<file path="src/rtl/rgbab_pkg.sv">
// Package: shared constants, types and helpers of the RGB565 alpha blend and clip writer.
`timescale 1ns / 1ps

package rgbab_pkg;

  // Width of the bitmap row and column coordinates.
  localparam int COORD_BITS = 12;

  // Signed width that holds a bitmap coordinate plus a 16-bit signed offset.
  // It also holds a clip edge plus a clip extent without wrapping.
  localparam int SUM_W = 18;

  // Field widths of one request.
  localparam int PIX_W   = 16;
  localparam int ALPHA_W = 5;
  localparam int CFG_W   = 16;
  localparam int EXT_W   = 15;
  localparam int IDX_W   = 3;

  // Bit positions of the request fields inside in_tdata.
  localparam int ROW_LSB   = 0;
  localparam int COL_LSB   = ROW_LSB + COORD_BITS;
  localparam int FG_LSB    = COL_LSB + COORD_BITS;
  localparam int ALPHA_LSB = FG_LSB + PIX_W;
  localparam int BG_LSB    = ALPHA_LSB + ALPHA_W;
  localparam int IN_BITS   = BG_LSB + PIX_W;
  localparam int IN_W      = ((IN_BITS + 7) / 8) * 8;

  // Result layout: write enable in bit zero, window word above it.
  localparam int OUT_BITS = 1 + PIX_W;
  localparam int OUT_W    = ((OUT_BITS + 7) / 8) * 8;

  // Transparency code that keeps the background untouched.
  localparam logic [ALPHA_W-1:0] ALPHA_KEEP_BG = 5'h1F;

  // Configuration register indices.
  typedef enum logic [IDX_W-1:0] {
    REG_POS_X       = 3'd0,
    REG_POS_Y       = 3'd1,
    REG_CLIP_LEFT   = 3'd2,
    REG_CLIP_TOP    = 3'd3,
    REG_CLIP_WIDTH  = 3'd4,
    REG_CLIP_HEIGHT = 3'd5,
    REG_SWAP_ORDER  = 3'd6,
    REG_USE_ALPHA   = 3'd7
  } cfg_reg_t;

  // How the stored colour is formed.
  typedef enum logic [1:0] {
    MODE_FG  = 2'd0,
    MODE_BG  = 2'd1,
    MODE_MIX = 2'd2
  } mix_mode_t;

  // Control handed from the top level to the blend datapath.
  typedef struct packed {
    logic load;
    logic swap_order;
    logic use_alpha;
  } blend_ctrl_t;

  function automatic logic [PIX_W-1:0] bswap16(input logic [PIX_W-1:0] v);
    return {v[7:0], v[15:8]};
  endfunction

endpackage

</file>
<file path="src/rtl/rgbab_blend.sv">
// Blend datapath: byte order, channel products (registered) and the final sums.
`timescale 1ns / 1ps

module rgbab_blend (
  input  logic                                   clk,
  input  rgbab_pkg::blend_ctrl_t                 ctrl,
  input  logic [rgbab_pkg::PIX_W-1:0]            fg_pixel,
  input  logic [rgbab_pkg::ALPHA_W-1:0]          transparency,
  input  logic [rgbab_pkg::PIX_W-1:0]            bg_word,
  output logic [rgbab_pkg::PIX_W-1:0]            win_word
);
  import rgbab_pkg::*;

  // Stage two inputs, derived combinationally.
  logic [PIX_W-1:0] bc;
  logic [5:0]       t;
  logic [5:0]       inv;
  mix_mode_t        mode_nxt;

  // Stage two registers.
  mix_mode_t        mode_r;
  logic [PIX_W-1:0] fc_r;
  logic [PIX_W-1:0] bc_r;
  logic [10:0]      prb_r, prf_r, pbb_r, pbf_r;
  logic [11:0]      pgb_r, pgf_r;

  // Stage three logic.
  logic [10:0]      sum_r;
  logic [11:0]      sum_g;
  logic [10:0]      sum_b;
  logic [PIX_W-1:0] oc;

  always_comb begin
    bc  = ctrl.swap_order ? bg_word : bswap16(bg_word);
    t   = {1'b0, transparency} + 6'd1;
    inv = 6'd32 - t;
    if (!ctrl.use_alpha || transparency == '0) begin
      mode_nxt = MODE_FG;
    end else if (transparency == ALPHA_KEEP_BG) begin
      mode_nxt = MODE_BG;
    end else begin
      mode_nxt = MODE_MIX;
    end
  end

  always_ff @(posedge clk) begin
    if (ctrl.load) begin
      mode_r <= mode_nxt;
      fc_r   <= fg_pixel;
      bc_r   <= bc;
      prb_r  <= 11'(bc[15:11]) * 11'(t);
      prf_r  <= 11'(fg_pixel[15:11]) * 11'(inv);
      pgb_r  <= 12'(bc[10:5]) * 12'(t);
      pgf_r  <= 12'(fg_pixel[10:5]) * 12'(inv);
      pbb_r  <= 11'(bc[4:0]) * 11'(t);
      pbf_r  <= 11'(fg_pixel[4:0]) * 11'(inv);
    end
  end

  always_comb begin
    sum_r = prb_r + prf_r;
    sum_g = pgb_r + pgf_r;
    sum_b = pbb_r + pbf_r;
    case (mode_r)
      MODE_FG:  oc = fc_r;
      MODE_BG:  oc = bc_r;
      MODE_MIX: oc = {sum_r[9:5], sum_g[10:5], sum_b[9:5]};
      default:  oc = fc_r;
    endcase
    win_word = ctrl.swap_order ? oc : bswap16(oc);
  end

endmodule

</file>
<file path="src/rtl/rgb565_alpha_blend_clip.sv">
// Top level: clipped, alpha-blended RGB565 pixel writer with a three-stage pipeline.
`timescale 1ns / 1ps

// Channel  Direction  Payload (lowest bit up)                          Handshake
// in_      slave      row, col, fg_pixel, transparency, bg_word         tvalid/tready
// out_     master     write_enable, out_word                            tvalid/tready
// cfg_     write      cfg_index selects register, cfg_wdata value       cfg_wen, no wait
//
// A request accepted at a clock edge passes three register stages and leaves from the
// third. A new request may be accepted in every cycle unless a stalled output has filled
// the pipeline, so the sustained rate is one pixel per clock while the output is ready.
// Stage one forms the window position, stage two compares it with the clip rectangle
// and registers the channel products, stage three sums, selects and swaps the bytes.
// Every stage has its own valid bit, and a stage moves on whenever the stage after it is
// empty or moving, so a stalled output does not block the input while bubbles remain.
// The synchronous active-low reset empties the pipeline and clears the configuration
// registers to zero; the data registers are not reset, as the valid bits guard them.

module rgb565_alpha_blend_clip (
  input  logic                           clk,
  input  logic                           rst_n,
  // row, col, fg_pixel, transparency, bg_word; zero padded to whole bytes
  input  logic [rgbab_pkg::IN_W-1:0]     in_tdata,
  input  logic                           in_tvalid,
  output logic                           in_tready,
  // write_enable, out_word; zero padded to whole bytes
  output logic [rgbab_pkg::OUT_W-1:0]    out_tdata,
  output logic                           out_tvalid,
  input  logic                           out_tready,
  input  logic                           cfg_wen,
  input  logic [rgbab_pkg::IDX_W-1:0]    cfg_index,
  input  logic [rgbab_pkg::CFG_W-1:0]    cfg_wdata
);
  import rgbab_pkg::*;

  // Configuration registers.
  logic signed [CFG_W-1:0] pos_x_r, pos_y_r, clip_left_r, clip_top_r;
  logic [EXT_W-1:0]        clip_width_r, clip_height_r;
  logic                    swap_order_r, use_alpha_r;

  always_ff @(posedge clk) begin
    if (!rst_n) begin
      pos_x_r       <= '0;
      pos_y_r       <= '0;
      clip_left_r   <= '0;
      clip_top_r    <= '0;
      clip_width_r  <= '0;
      clip_height_r <= '0;
      swap_order_r  <= 1'b0;
      use_alpha_r   <= 1'b0;
    end else if (cfg_wen) begin
      unique case (cfg_reg_t'(cfg_index))
        REG_POS_X:       pos_x_r       <= cfg_wdata;
        REG_POS_Y:       pos_y_r       <= cfg_wdata;
        REG_CLIP_LEFT:   clip_left_r   <= cfg_wdata;
        REG_CLIP_TOP:    clip_top_r    <= cfg_wdata;
        REG_CLIP_WIDTH:  clip_width_r  <= cfg_wdata[EXT_W-1:0];
        REG_CLIP_HEIGHT: clip_height_r <= cfg_wdata[EXT_W-1:0];
        REG_SWAP_ORDER:  swap_order_r  <= cfg_wdata[0];
        REG_USE_ALPHA:   use_alpha_r   <= cfg_wdata[0];
        default: ;
      endcase
    end
  end

  // Pipeline flow control: a stage may load when it is empty or its contents move on.
  logic v1_r, v2_r, v3_r;
  logic ready1, ready2, ready3;
  logic in_acc, out_acc;

  assign ready3    = !v3_r || out_tready;
  assign ready2    = !v2_r || ready3;
  assign ready1    = !v1_r || ready2;
  assign in_tready = ready1;
  assign in_acc    = in_tvalid && ready1;
  assign out_acc   = v3_r && out_tready;

  always_ff @(posedge clk) begin
    if (!rst_n) begin
      v1_r <= 1'b0;
      v2_r <= 1'b0;
      v3_r <= 1'b0;
    end else begin
      if (ready1) v1_r <= in_tvalid;
      if (ready2) v2_r <= v1_r;
      if (ready3) v3_r <= v2_r;
    end
  end

  // Stage one: window position of the pixel.
  logic [COORD_BITS-1:0]    in_row, in_col;
  logic signed [SUM_W-1:0]  wx_nxt, wy_nxt;
  logic signed [SUM_W-1:0]  wx_r, wy_r;
  logic [PIX_W-1:0]         fg1_r, bg1_r;
  logic [ALPHA_W-1:0]       alpha1_r;

  assign in_row = in_tdata[ROW_LSB +: COORD_BITS];
  assign in_col = in_tdata[COL_LSB +: COORD_BITS];
  assign wx_nxt = $signed({{(SUM_W-COORD_BITS){1'b0}}, in_col})
                + $signed({{(SUM_W-CFG_W){pos_x_r[CFG_W-1]}}, pos_x_r});
  assign wy_nxt = $signed({{(SUM_W-COORD_BITS){1'b0}}, in_row})
                + $signed({{(SUM_W-CFG_W){pos_y_r[CFG_W-1]}}, pos_y_r});

  always_ff @(posedge clk) begin
    if (in_acc) begin
      wx_r     <= wx_nxt;
      wy_r     <= wy_nxt;
      fg1_r    <= in_tdata[FG_LSB +: PIX_W];
      alpha1_r <= in_tdata[ALPHA_LSB +: ALPHA_W];
      bg1_r    <= in_tdata[BG_LSB +: PIX_W];
    end
  end

  // Stage two: clip test. The rectangle is half open on its right and bottom edges.
  logic signed [SUM_W-1:0] left_s, top_s, right_s, bottom_s;
  logic                    inside_nxt;
  logic                    inside2_r;
  logic [PIX_W-1:0]        bg2_r;
  logic                    load2;

  assign load2    = ready2 && v1_r;
  assign left_s   = $signed({{(SUM_W-CFG_W){clip_left_r[CFG_W-1]}}, clip_left_r});
  assign top_s    = $signed({{(SUM_W-CFG_W){clip_top_r[CFG_W-1]}}, clip_top_r});
  assign right_s  = left_s + $signed({{(SUM_W-EXT_W){1'b0}}, clip_width_r});
  assign bottom_s = top_s + $signed({{(SUM_W-EXT_W){1'b0}}, clip_height_r});
  assign inside_nxt = (wx_r >= left_s) && (wx_r < right_s)
                   && (wy_r >= top_s) && (wy_r < bottom_s);

  always_ff @(posedge clk) begin
    if (load2) begin
      inside2_r <= inside_nxt;
      bg2_r     <= bg1_r;
    end
  end

  // The blend datapath registers its products alongside stage two.
  blend_ctrl_t      bctrl;
  logic [PIX_W-1:0] win_word;

  assign bctrl.load       = load2;
  assign bctrl.swap_order = swap_order_r;
  assign bctrl.use_alpha  = use_alpha_r;

  rgbab_blend u_blend (
    .clk          (clk),
    .ctrl         (bctrl),
    .fg_pixel     (fg1_r),
    .transparency (alpha1_r),
    .bg_word      (bg1_r),
    .win_word     (win_word)
  );

  // Stage three: the output register. A pixel outside the clip passes the background word unchanged.
  logic             we3_r;
  logic [PIX_W-1:0] word3_r;

  always_ff @(posedge clk) begin
    if (ready3 && v2_r) begin
      we3_r   <= inside2_r;
      word3_r <= inside2_r ? win_word : bg2_r;
    end
  end

  assign out_tvalid = v3_r;
  assign out_tdata  = {{(OUT_W-OUT_BITS){1'b0}}, word3_r, we3_r};

  // The number of requests in flight changes only through the two handshakes.
  a_occupancy: assert property (@(posedge clk) disable iff (!rst_n)
    $past(rst_n) |->
      $countones({v1_r, v2_r, v3_r}) ==
      $past($countones({v1_r, v2_r, v3_r})) + ($past(in_acc) ? 1 : 0)
        - ($past(out_acc) ? 1 : 0))
    else $error("pipeline occupancy does not follow the handshakes");

  // A full middle stage that cannot move keeps its request.
  a_hold_stage2: assert property (@(posedge clk) disable iff (!rst_n)
    (v2_r && !ready3) |=> (v2_r && $stable(inside2_r) && $stable(bg2_r)))
    else $error("stalled middle stage lost or changed its request");

  // A clipped pixel leaves the window word unchanged.
  a_clip_pass: assert property (@(posedge clk) disable iff (!rst_n)
    (ready3 && v2_r && !inside2_r) |=> (!we3_r && word3_r == $past(bg2_r)))
    else $error("clipped pixel did not pass the window word");

endmodule

</file>
<file path="config.mk">
export PLATFORM = sky130hd
export DESIGN_NAME = rgb565_alpha_blend_clip
export DESIGN_NICKNAME = d
export VERILOG_FILES = /design/src/rtl/rgbab_pkg.sv /design/src/rtl/rgbab_blend.sv /design/src/rtl/rgb565_alpha_blend_clip.sv
export SDC_FILE = /design/constraint.sdc
export NUM_CORES = 1
export LEC_CHECK = 0
export ABC_AREA = 1
export BUFFER_PORTS_ARGS = -buffer_cell sky130_fd_sc_hd__buf_2
export CORE_UTILIZATION = 30
export CTS_CLUSTER_DIAMETER = 200
export DETAILED_ROUTE_END_ITERATION = 6
export GPL_ROUTABILITY_DRIVEN = 0
export PLACE_DENSITY = 0.43
export SLEW_MARGIN = 5
export SYNTH_ARGS = -nofsm -noshare
export SYNTH_HDL_FRONTEND = slang
export SYNTH_SLANG_ARGS = --single-unit
</file>
<file path="constraint.sdc">
create_clock -name clk -period 6.08 [get_ports clk]
set_input_delay 1.216 -clock clk [delete_from_list [all_inputs] [get_ports clk]]
set_output_delay 1.216 -clock clk [all_outputs]
set_load 0.1 [all_outputs]
</file>
==> run metrics, run 1 <==
M1 GR Usage 0.2094; CTS tree built; register area share after synthesis 0.3686; area leader, netlist edfxtp_1; worst slew pin tran 1037 ps; Post-route DRC 0; Fin Clk Skew 12.72 ps; GRT Overall Usage 0.1649; Synth Cell Area 0.02175 mm2; internal power between 4 and 5 mW; arrival time worst endpoint 5820 ps; setup TNS 0 ps; nature of the critical path endpoint flop; Leak 11.93 nW; crit share post-route 0.9066; Final nets 3,157; gr busiest metal met2; hold depth 0; Core ar. 0.07161 mm2; setup ws final 568.1 ps; worst vdd ir ~0.00019 V; fin cells around 3,700; fin. max-slew vios 0; die height between 200 and 300 um; synth top area cells edfxtp_1, ha_1, nand2_1; Root Driver clkbuf_16; Flop pwr share 0.357; max incr delay on CP 630 ps; Clock Power Share 0.368; number of global-route vias before repair 17,240; Min Clock Period, post-route around 5500 ps; Most common cell on crit path nand2_1; share of cells above drive strength 1 0.07896; area grow syn2layout 13.92%; Hold Slack 472.2 ps; Reg2Reg Launch Point alpha1_r[0]$_DFFE_PP_; Setup Viol. Count Final 0; post-CTS setup buffer count 0; average cell area after synthesis 8.302 um2; die area 0.07358 mm2; clock net sink count 300; met2 Use GR 0.2945; Async SR Flop Fraction 0; CP cell instances ha_1 -> nand2_1 -> clkinv_1 -> nor2_1 -> nor2_1 -> nand2_1 -> nand2_1 -> inv_1 -> nand2_1 -> fa_1 -> fa_1 -> inv_1 -> fa_1 -> ha_1 -> a21oi_1 -> inv_1 -> a31oi_1 -> o21ai_0 -> a21oi_1 -> xnor2_1; reg2reg end u_blend.pbf_r[8]$_DFFE_PP_; # H-tree levels 2; global-route wire length before repair 94,810 um; MaxCap Viol Count 0; sw frac 0.3251; worst min-delay path class flop to flop; Yosys reg bits 300; n_diodes 0; Syn Inst Count roughly 2,600; hpwl dp 45,980 um; fillers 7,505; initial antenna violation count 4; I/O Buffers 103; reg2reg setup slack about 570 ps; Site Rows 98; Routed WL per cell 16.23 um; combinational share of power 0.275; Hold Vio Cnt, Final 0; max_slew headroom 0.3058; status complete, no violations; Synth top area share 0.2775; DR pass1 iterations 5; DRT iter0 DRCs between 800 and 900; met3 global-route usage 0.02079; worst skew pair latency 570 ps; Power Density 281.8 mW/mm2; Endpoint, Worst Hold bg2_r[0]$_DFFE_PP_; crit path kind flop to flop; setup repair after global routing missed its margin false; Final ANT Viol Nets 0; dpl cells between 3,000 and 4,000; Clock transition at path regs 60 ps; Die Wd between 200 and 300 um; DR vias/cell 4.600; pre-CTS worst setup slack between 600 and 700 ps; worst endpoint required time 6390 ps; fmax 181.4 MHz; crit path max fanout 11; r2r worst-path depth 20; largest net degree at the start of global routing 96; Total Wirelength 60,240 um; CTS Hold Bufs 0; Unique masters post-synth between 40 and 50; vias 17,070; grt ovf 0; Initial Utilization 0.3037; NetSw 2.270 mW; top_reg_cell synth edfxtp_1; Ys Warns 0; Ports 114; number of synthesized flops with an enable pin 201; total CTS buffers just over 40; worst hold start bg1_r[0]$_DFFE_PP_; maximum root-to-sink buffer count 3; CP Launch Type flop; total power ~7 mW; Post-CTS Resized 0; CP max-delay cell edfxtp_1
-- power groups by stage --
stage | combinational, mW | sequential (mW) | clock [mW]
5_1_grt | 2.24 | 2.51 | 2.74
3_3_place_gp | 1.92 | 2.54 | 0
4_1_cts | 1.96 | 2.50 | 2.67
2_1_floorplan | 1.41 | 2.52 | 0
6_report | 1.92 | 2.49 | 2.57
3_5_place_dp | 1.93 | 2.54 | 0
-- routing by layer --
metal | wire (um) | share of wire
met3 | 2128 | 0.035
met1 | 27260 | 0.45
met5 | 23 | 0.00038
met4 | 1154 | 0.019
met2 | 29670 | 0.49
-- registers in the layout, indices dropped and copies added (netlist names), 11 cells and up --
signal / cells
u_blend.fc_r: 16
fg1_r: 16
clip_left_r: 16
u_blend.pgf_r: 11
clip_height_r: 15
wy_r: 17
bg1_r: 16
word3_r: 16
u_blend.pgb_r: 11
pos_x_r: 16
u_blend.bc_r: 16
bg2_r: 16
wx_r: 17
pos_y_r: 16
clip_width_r: 15
clip_top_r: 16
-- per-stage QoR --
stage / utilization / instance area, um2
2_1_floorplan: - / 21770
3_3_place_gp: 0.3259 / 23340
3_5_place_dp: 0.3259 / 23340
4_1_cts: 0.3460 / 24780
5_1_grt: 0.3460 / 24780
6_report: 0.3460 / 24780
-- cells by family (layout without fill, tap and decap cells) --
family | count (synthesis) | in the layout | synth area share
AND/OR/NAND/NOR | 1043 | 1043 | 0.1941
buffers and inverters | 452 | 587 | 0.08071
AO/OA/AOI/OAI | 381 | 381 | 0.09175
adder cells (fa/ha/maj) | 340 | 340 | 0.2232
flip-flops | 300 | 300 | 0.3686
XOR/XNOR | 103 | 103 | 0.04147
other | 1 | 7 | 0.0001724
-- layout make-up --
class	instances	area [um2]	area share
multi-input cells	1874	12000	0.4845
clock inverters	24	311.5	0.01257
well taps	950	1189	0.04797
repair buffers	122	660.6	0.02666
clock buffers	51	1126	0.04545
inverters	390	1469	0.05928
flip-flops and latches	300	8018	0.3236
-- Yosys cell counts (10+ instances only) --
cell	instances
nand2_1	560
inv_1	380
nor2_1	319
ha_1	260
edfxtp_1	201
a21oi_1	185
o21ai_0	148
dfxtp_1	99
nand3_1	94
fa_1	80
xor2_1	60
xnor2_1	43
clkbuf_1	39
nand4_1	22
or2_2	19
a21o_1	11
buf_4	10
-- cells in the final DEF (no fill, tap or decap), types with 2 or more instances in the layout --
cell | Yosys | routed
ha_1 | 260 | 260
clkbuf_16 | 0 | 43
clkinvlp_4 | 0 | 4
inv_2 | 3 | 3
nand3b_1 | 9 | 9
xnor2_1 | 43 | 43
nor4_1 | 4 | 4
buf_2 | 9 | 102
xor2_1 | 60 | 60
a21o_1 | 11 | 11
clkinv_2 | 1 | 8
o21bai_1 | 7 | 7
o31ai_1 | 3 | 3
nand2_1 | 560 | 560
dfxtp_1 | 99 | 99
nor3_1 | 9 | 9
a21oi_1 | 185 | 184
o211ai_1 | 2 | 2
nand4_1 | 22 | 22
clkbuf_1 | 39 | 6
edfxtp_1 | 201 | 201
a31oi_1 | 9 | 9
conb_1 | 1 | 7
o21ai_0 | 148 | 148
a21boi_0 | 4 | 4
nand3_1 | 94 | 94
inv_6 | 0 | 2
inv_1 | 380 | 378
fa_1 | 80 | 80
or2_2 | 19 | 19
buf_4 | 10 | 20
bufinv_16 | 0 | 7
clkbuf_8 | 0 | 2
o21ai_1 | 9 | 9
clkinv_1 | 6 | 10
nor2_1 | 319 | 319
-- critical path, delay by kind of cell, from the launching register on --
family,cells,cell delay (ps)
AND/OR/NAND/NOR,6,960
buffers and inverters,4,680
AO/OA/AOI/OAI,4,660
XOR/XNOR,1,80
flip-flops,1,630
adder cells (fa/ha/maj),5,2230
-- worst max-delay path by stage --
| stage | startpoint | endpoint | slack (ps) | cells past startpoint |
|---|---|---|---|---|
| CTS | alpha1_r[0]$_DFFE_PP_ | u_blend.pbf_r[8]$_DFFE_PP_ | 590 | 20 |
| global placement | alpha1_r[0]$_DFFE_PP_ | u_blend.pbf_r[8]$_DFFE_PP_ | 690 | 20 |
| finish | alpha1_r[0]$_DFFE_PP_ | u_blend.pbf_r[8]$_DFFE_PP_ | 570 | 20 |
| floorplan | alpha1_r[0]$_DFFE_PP_ | u_blend.pgf_r[9]$_DFFE_PP_ | 1200 | 25 |
| detailed placement | alpha1_r[0]$_DFFE_PP_ | u_blend.pbf_r[8]$_DFFE_PP_ | 640 | 20 |
| global route | alpha1_r[0]$_DFFE_PP_ | u_blend.pbf_r[8]$_DFFE_PP_ | 170 | 20 |
Note: power is estimated with default switching activity, not from simulation.
==> run 2, diff against run 1 <==
Settings changed: SLEW_MARGIN 5 to 20, TNS_END_PERCENT set to 100.
Clock period 6.08 ns to 5.3 ns, I/O delays scaled along.
==> run metrics, run 2 (synthesized netlist as in run 1, its figures left out) <==
DR vias/cell 4.601; reg2reg end u_blend.pgf_r[9]$_DFFE_PP_; post-CTS setup buffer count 0; worst min-delay path class flop to flop; Final Core Density 0.3461; max_slew headroom 0.3036; Ports 114; GRT Overall Usage 0.1648; hpwl dp about 46,000 um; Min Clock Period, post-route 4922 ps; maximum root-to-sink buffer count 3; met3 global-route usage 0.02459; Initial Utilization 0.3037; I/O Buffers around 100; share of cells above drive strength 1 0.08282; largest net degree at the start of global routing 96; initial antenna violation count 2; die height 271.3 um; worst vdd ir roughly 0.00020 V; reg2reg setup slack between 300 and 400 ps; die area 0.07358 mm2; Reg2Reg Launch Point alpha1_r[1]$_DFFE_PP_; worst skew pair latency ~600 ps; met2 Use GR 0.2880; Hold Slack about 480 ps; Total Wirelength 60,310 um; Routed WL per cell 16.18 um; DRT iter0 DRCs 835; arrival time worst endpoint about 5300 ps; clock net sink count 300; Power Density 315.4 mW/mm2; CTS tree built; r2r worst-path depth 20; number of global-route vias before repair ~17,000; Setup Viol. Count Final 0; hold depth 0; # H-tree levels 2; nature of the critical path endpoint flop; Endpoint, Worst Hold bg2_r[2]$_DFFE_PP_; CP Launch Type flop; Post-route DRC 0; setup TNS 0 ps; DR pass1 iterations 5; top flop regs wx_r x17, wy_r x17; Hold Vio Cnt, Final 0; Root Driver clkbuf_16; vias 17,150; status complete, no violations; Final nets 3,172; total CTS buffers 41; most common cell after layout, fill and taps aside nand2_1; Core ar. around 0.07 mm2; worst slew pin tran 1045 ps; fin. max-slew vios 0; Site Rows 98; Fin Clk Skew 36.75 ps; fmax approximately 200 MHz; setup repair after global routing missed its margin false; gr busiest metal met2; M1 GR Usage 0.2072; Final ANT Viol Nets 0; Die Wd roughly 270 um; crit path max fanout 9; Leak 11.96 nW; most frequent cells in the layout nand2_1, inv_1, nor2_1, ha_1, edfxtp_1; worst hold start bg1_r[2]$_DFFE_PP_; grt ovf 0; MaxCap Viol Count 0; Clock transition at path regs 60 ps; area grow syn2layout 13.94%; crit share post-route 0.9287; global-route wire length before repair 94,630 um; n_diodes 0; crit path kind flop to flop; worst endpoint required time around 5600 ps
==> run 2: cell types whose count changed in the layout (fill, tap and decap cells not counted), moves of 3 or more <==
cell,before,now
inv_16,0,3
buf_4,20,35
clkbuf_1,6,9
bufinv_16,7,2
==> run 2: through the flow <==
step	setup WS (ps)	power, mW	instance area (um2)	cells
5_1_grt	10.70	8.366	24780	3727
4_1_cts	317.5	7.955	24780	3727
3_5_place_dp	367.6	5.148	23450	3651
2_1_floorplan	421.8	4.510	21770	2626
6_report	377.7	7.816	24780	3727
3_3_place_gp	401.9	5.136	23450	3651
==> run 2: worst max-delay path by stage <==
| stage | startpoint | endpoint | slack, ps |
|---|---|---|---|
| after floorplan | alpha1_r[0]$_DFFE_PP_ | u_blend.pgf_r[9]$_DFFE_PP_ | 420 |
| after CTS | alpha1_r[1]$_DFFE_PP_ | u_blend.pbf_r[8]$_DFFE_PP_ | 320 |
| final | alpha1_r[1]$_DFFE_PP_ | u_blend.pgf_r[9]$_DFFE_PP_ | 380 |
| after detailed placement | alpha1_r[1]$_DFFE_PP_ | u_blend.pbf_r[8]$_DFFE_PP_ | 370 |
| after global routing | alpha1_r[1]$_DFFE_PP_ | u_blend.pgf_r[9]$_DFFE_PP_ | 10 |
| after global placement | alpha1_r[0]$_DFFE_PP_ | u_blend.pgf_r[10]$_DFFE_PP_ | 400 |
==> run 2: power by group <==
part / leakage, nW / internal (mW) / switching, mW
combinational: 8.58 / 0.814 / 1.41
sequential: 2.73 / 2.75 / 0.105
clock: 0.645 / 1.60 / 1.13
==> run 2: critical path, cell delays in order, from the launching register on <==
cell	delay, ps
edfxtp_1	450
ha_1	240
nand2_1	110
nor2_1	50
ha_1	290
clkinv_1	200
nand3_1	140
nand2_1	290
inv_2	130
nand2_1	80
fa_1	490
fa_1	530
fa_1	570
inv_1	50
ha_1	340
nand2_1	90
nand2_1	50
a21oi_1	180
o21ai_0	100
a21oi_1	160
xnor2_1	90
==> run 2: repair_timing <==
| action | in CTS | in global routing |
|---|---|---|
| hold buffers | 0 | 0 |
| gates resized for setup | 0 | 1 |
| endpoints found under the setup margin | 0 | 2 |
==> run 2: final cells by class <==
class | instances | area [um2]
tap | 950 | 1189
clock buffer | 54 | 1115
timing repair buffer | 137 | 773.2
clock inverter | 22 | 214.0
multi-input combinational | 1874 | 12010
inverter | 390 | 1469
sequential | 300 | 8018
fill | 7533 | 46820
==> run 2: metal layers <==
metal  part of all wire  up-vias
met5            0.00050        -
met4              0.026        4
met3              0.037       70
met2               0.48      289
met1               0.45     8008
li1                   -     8778
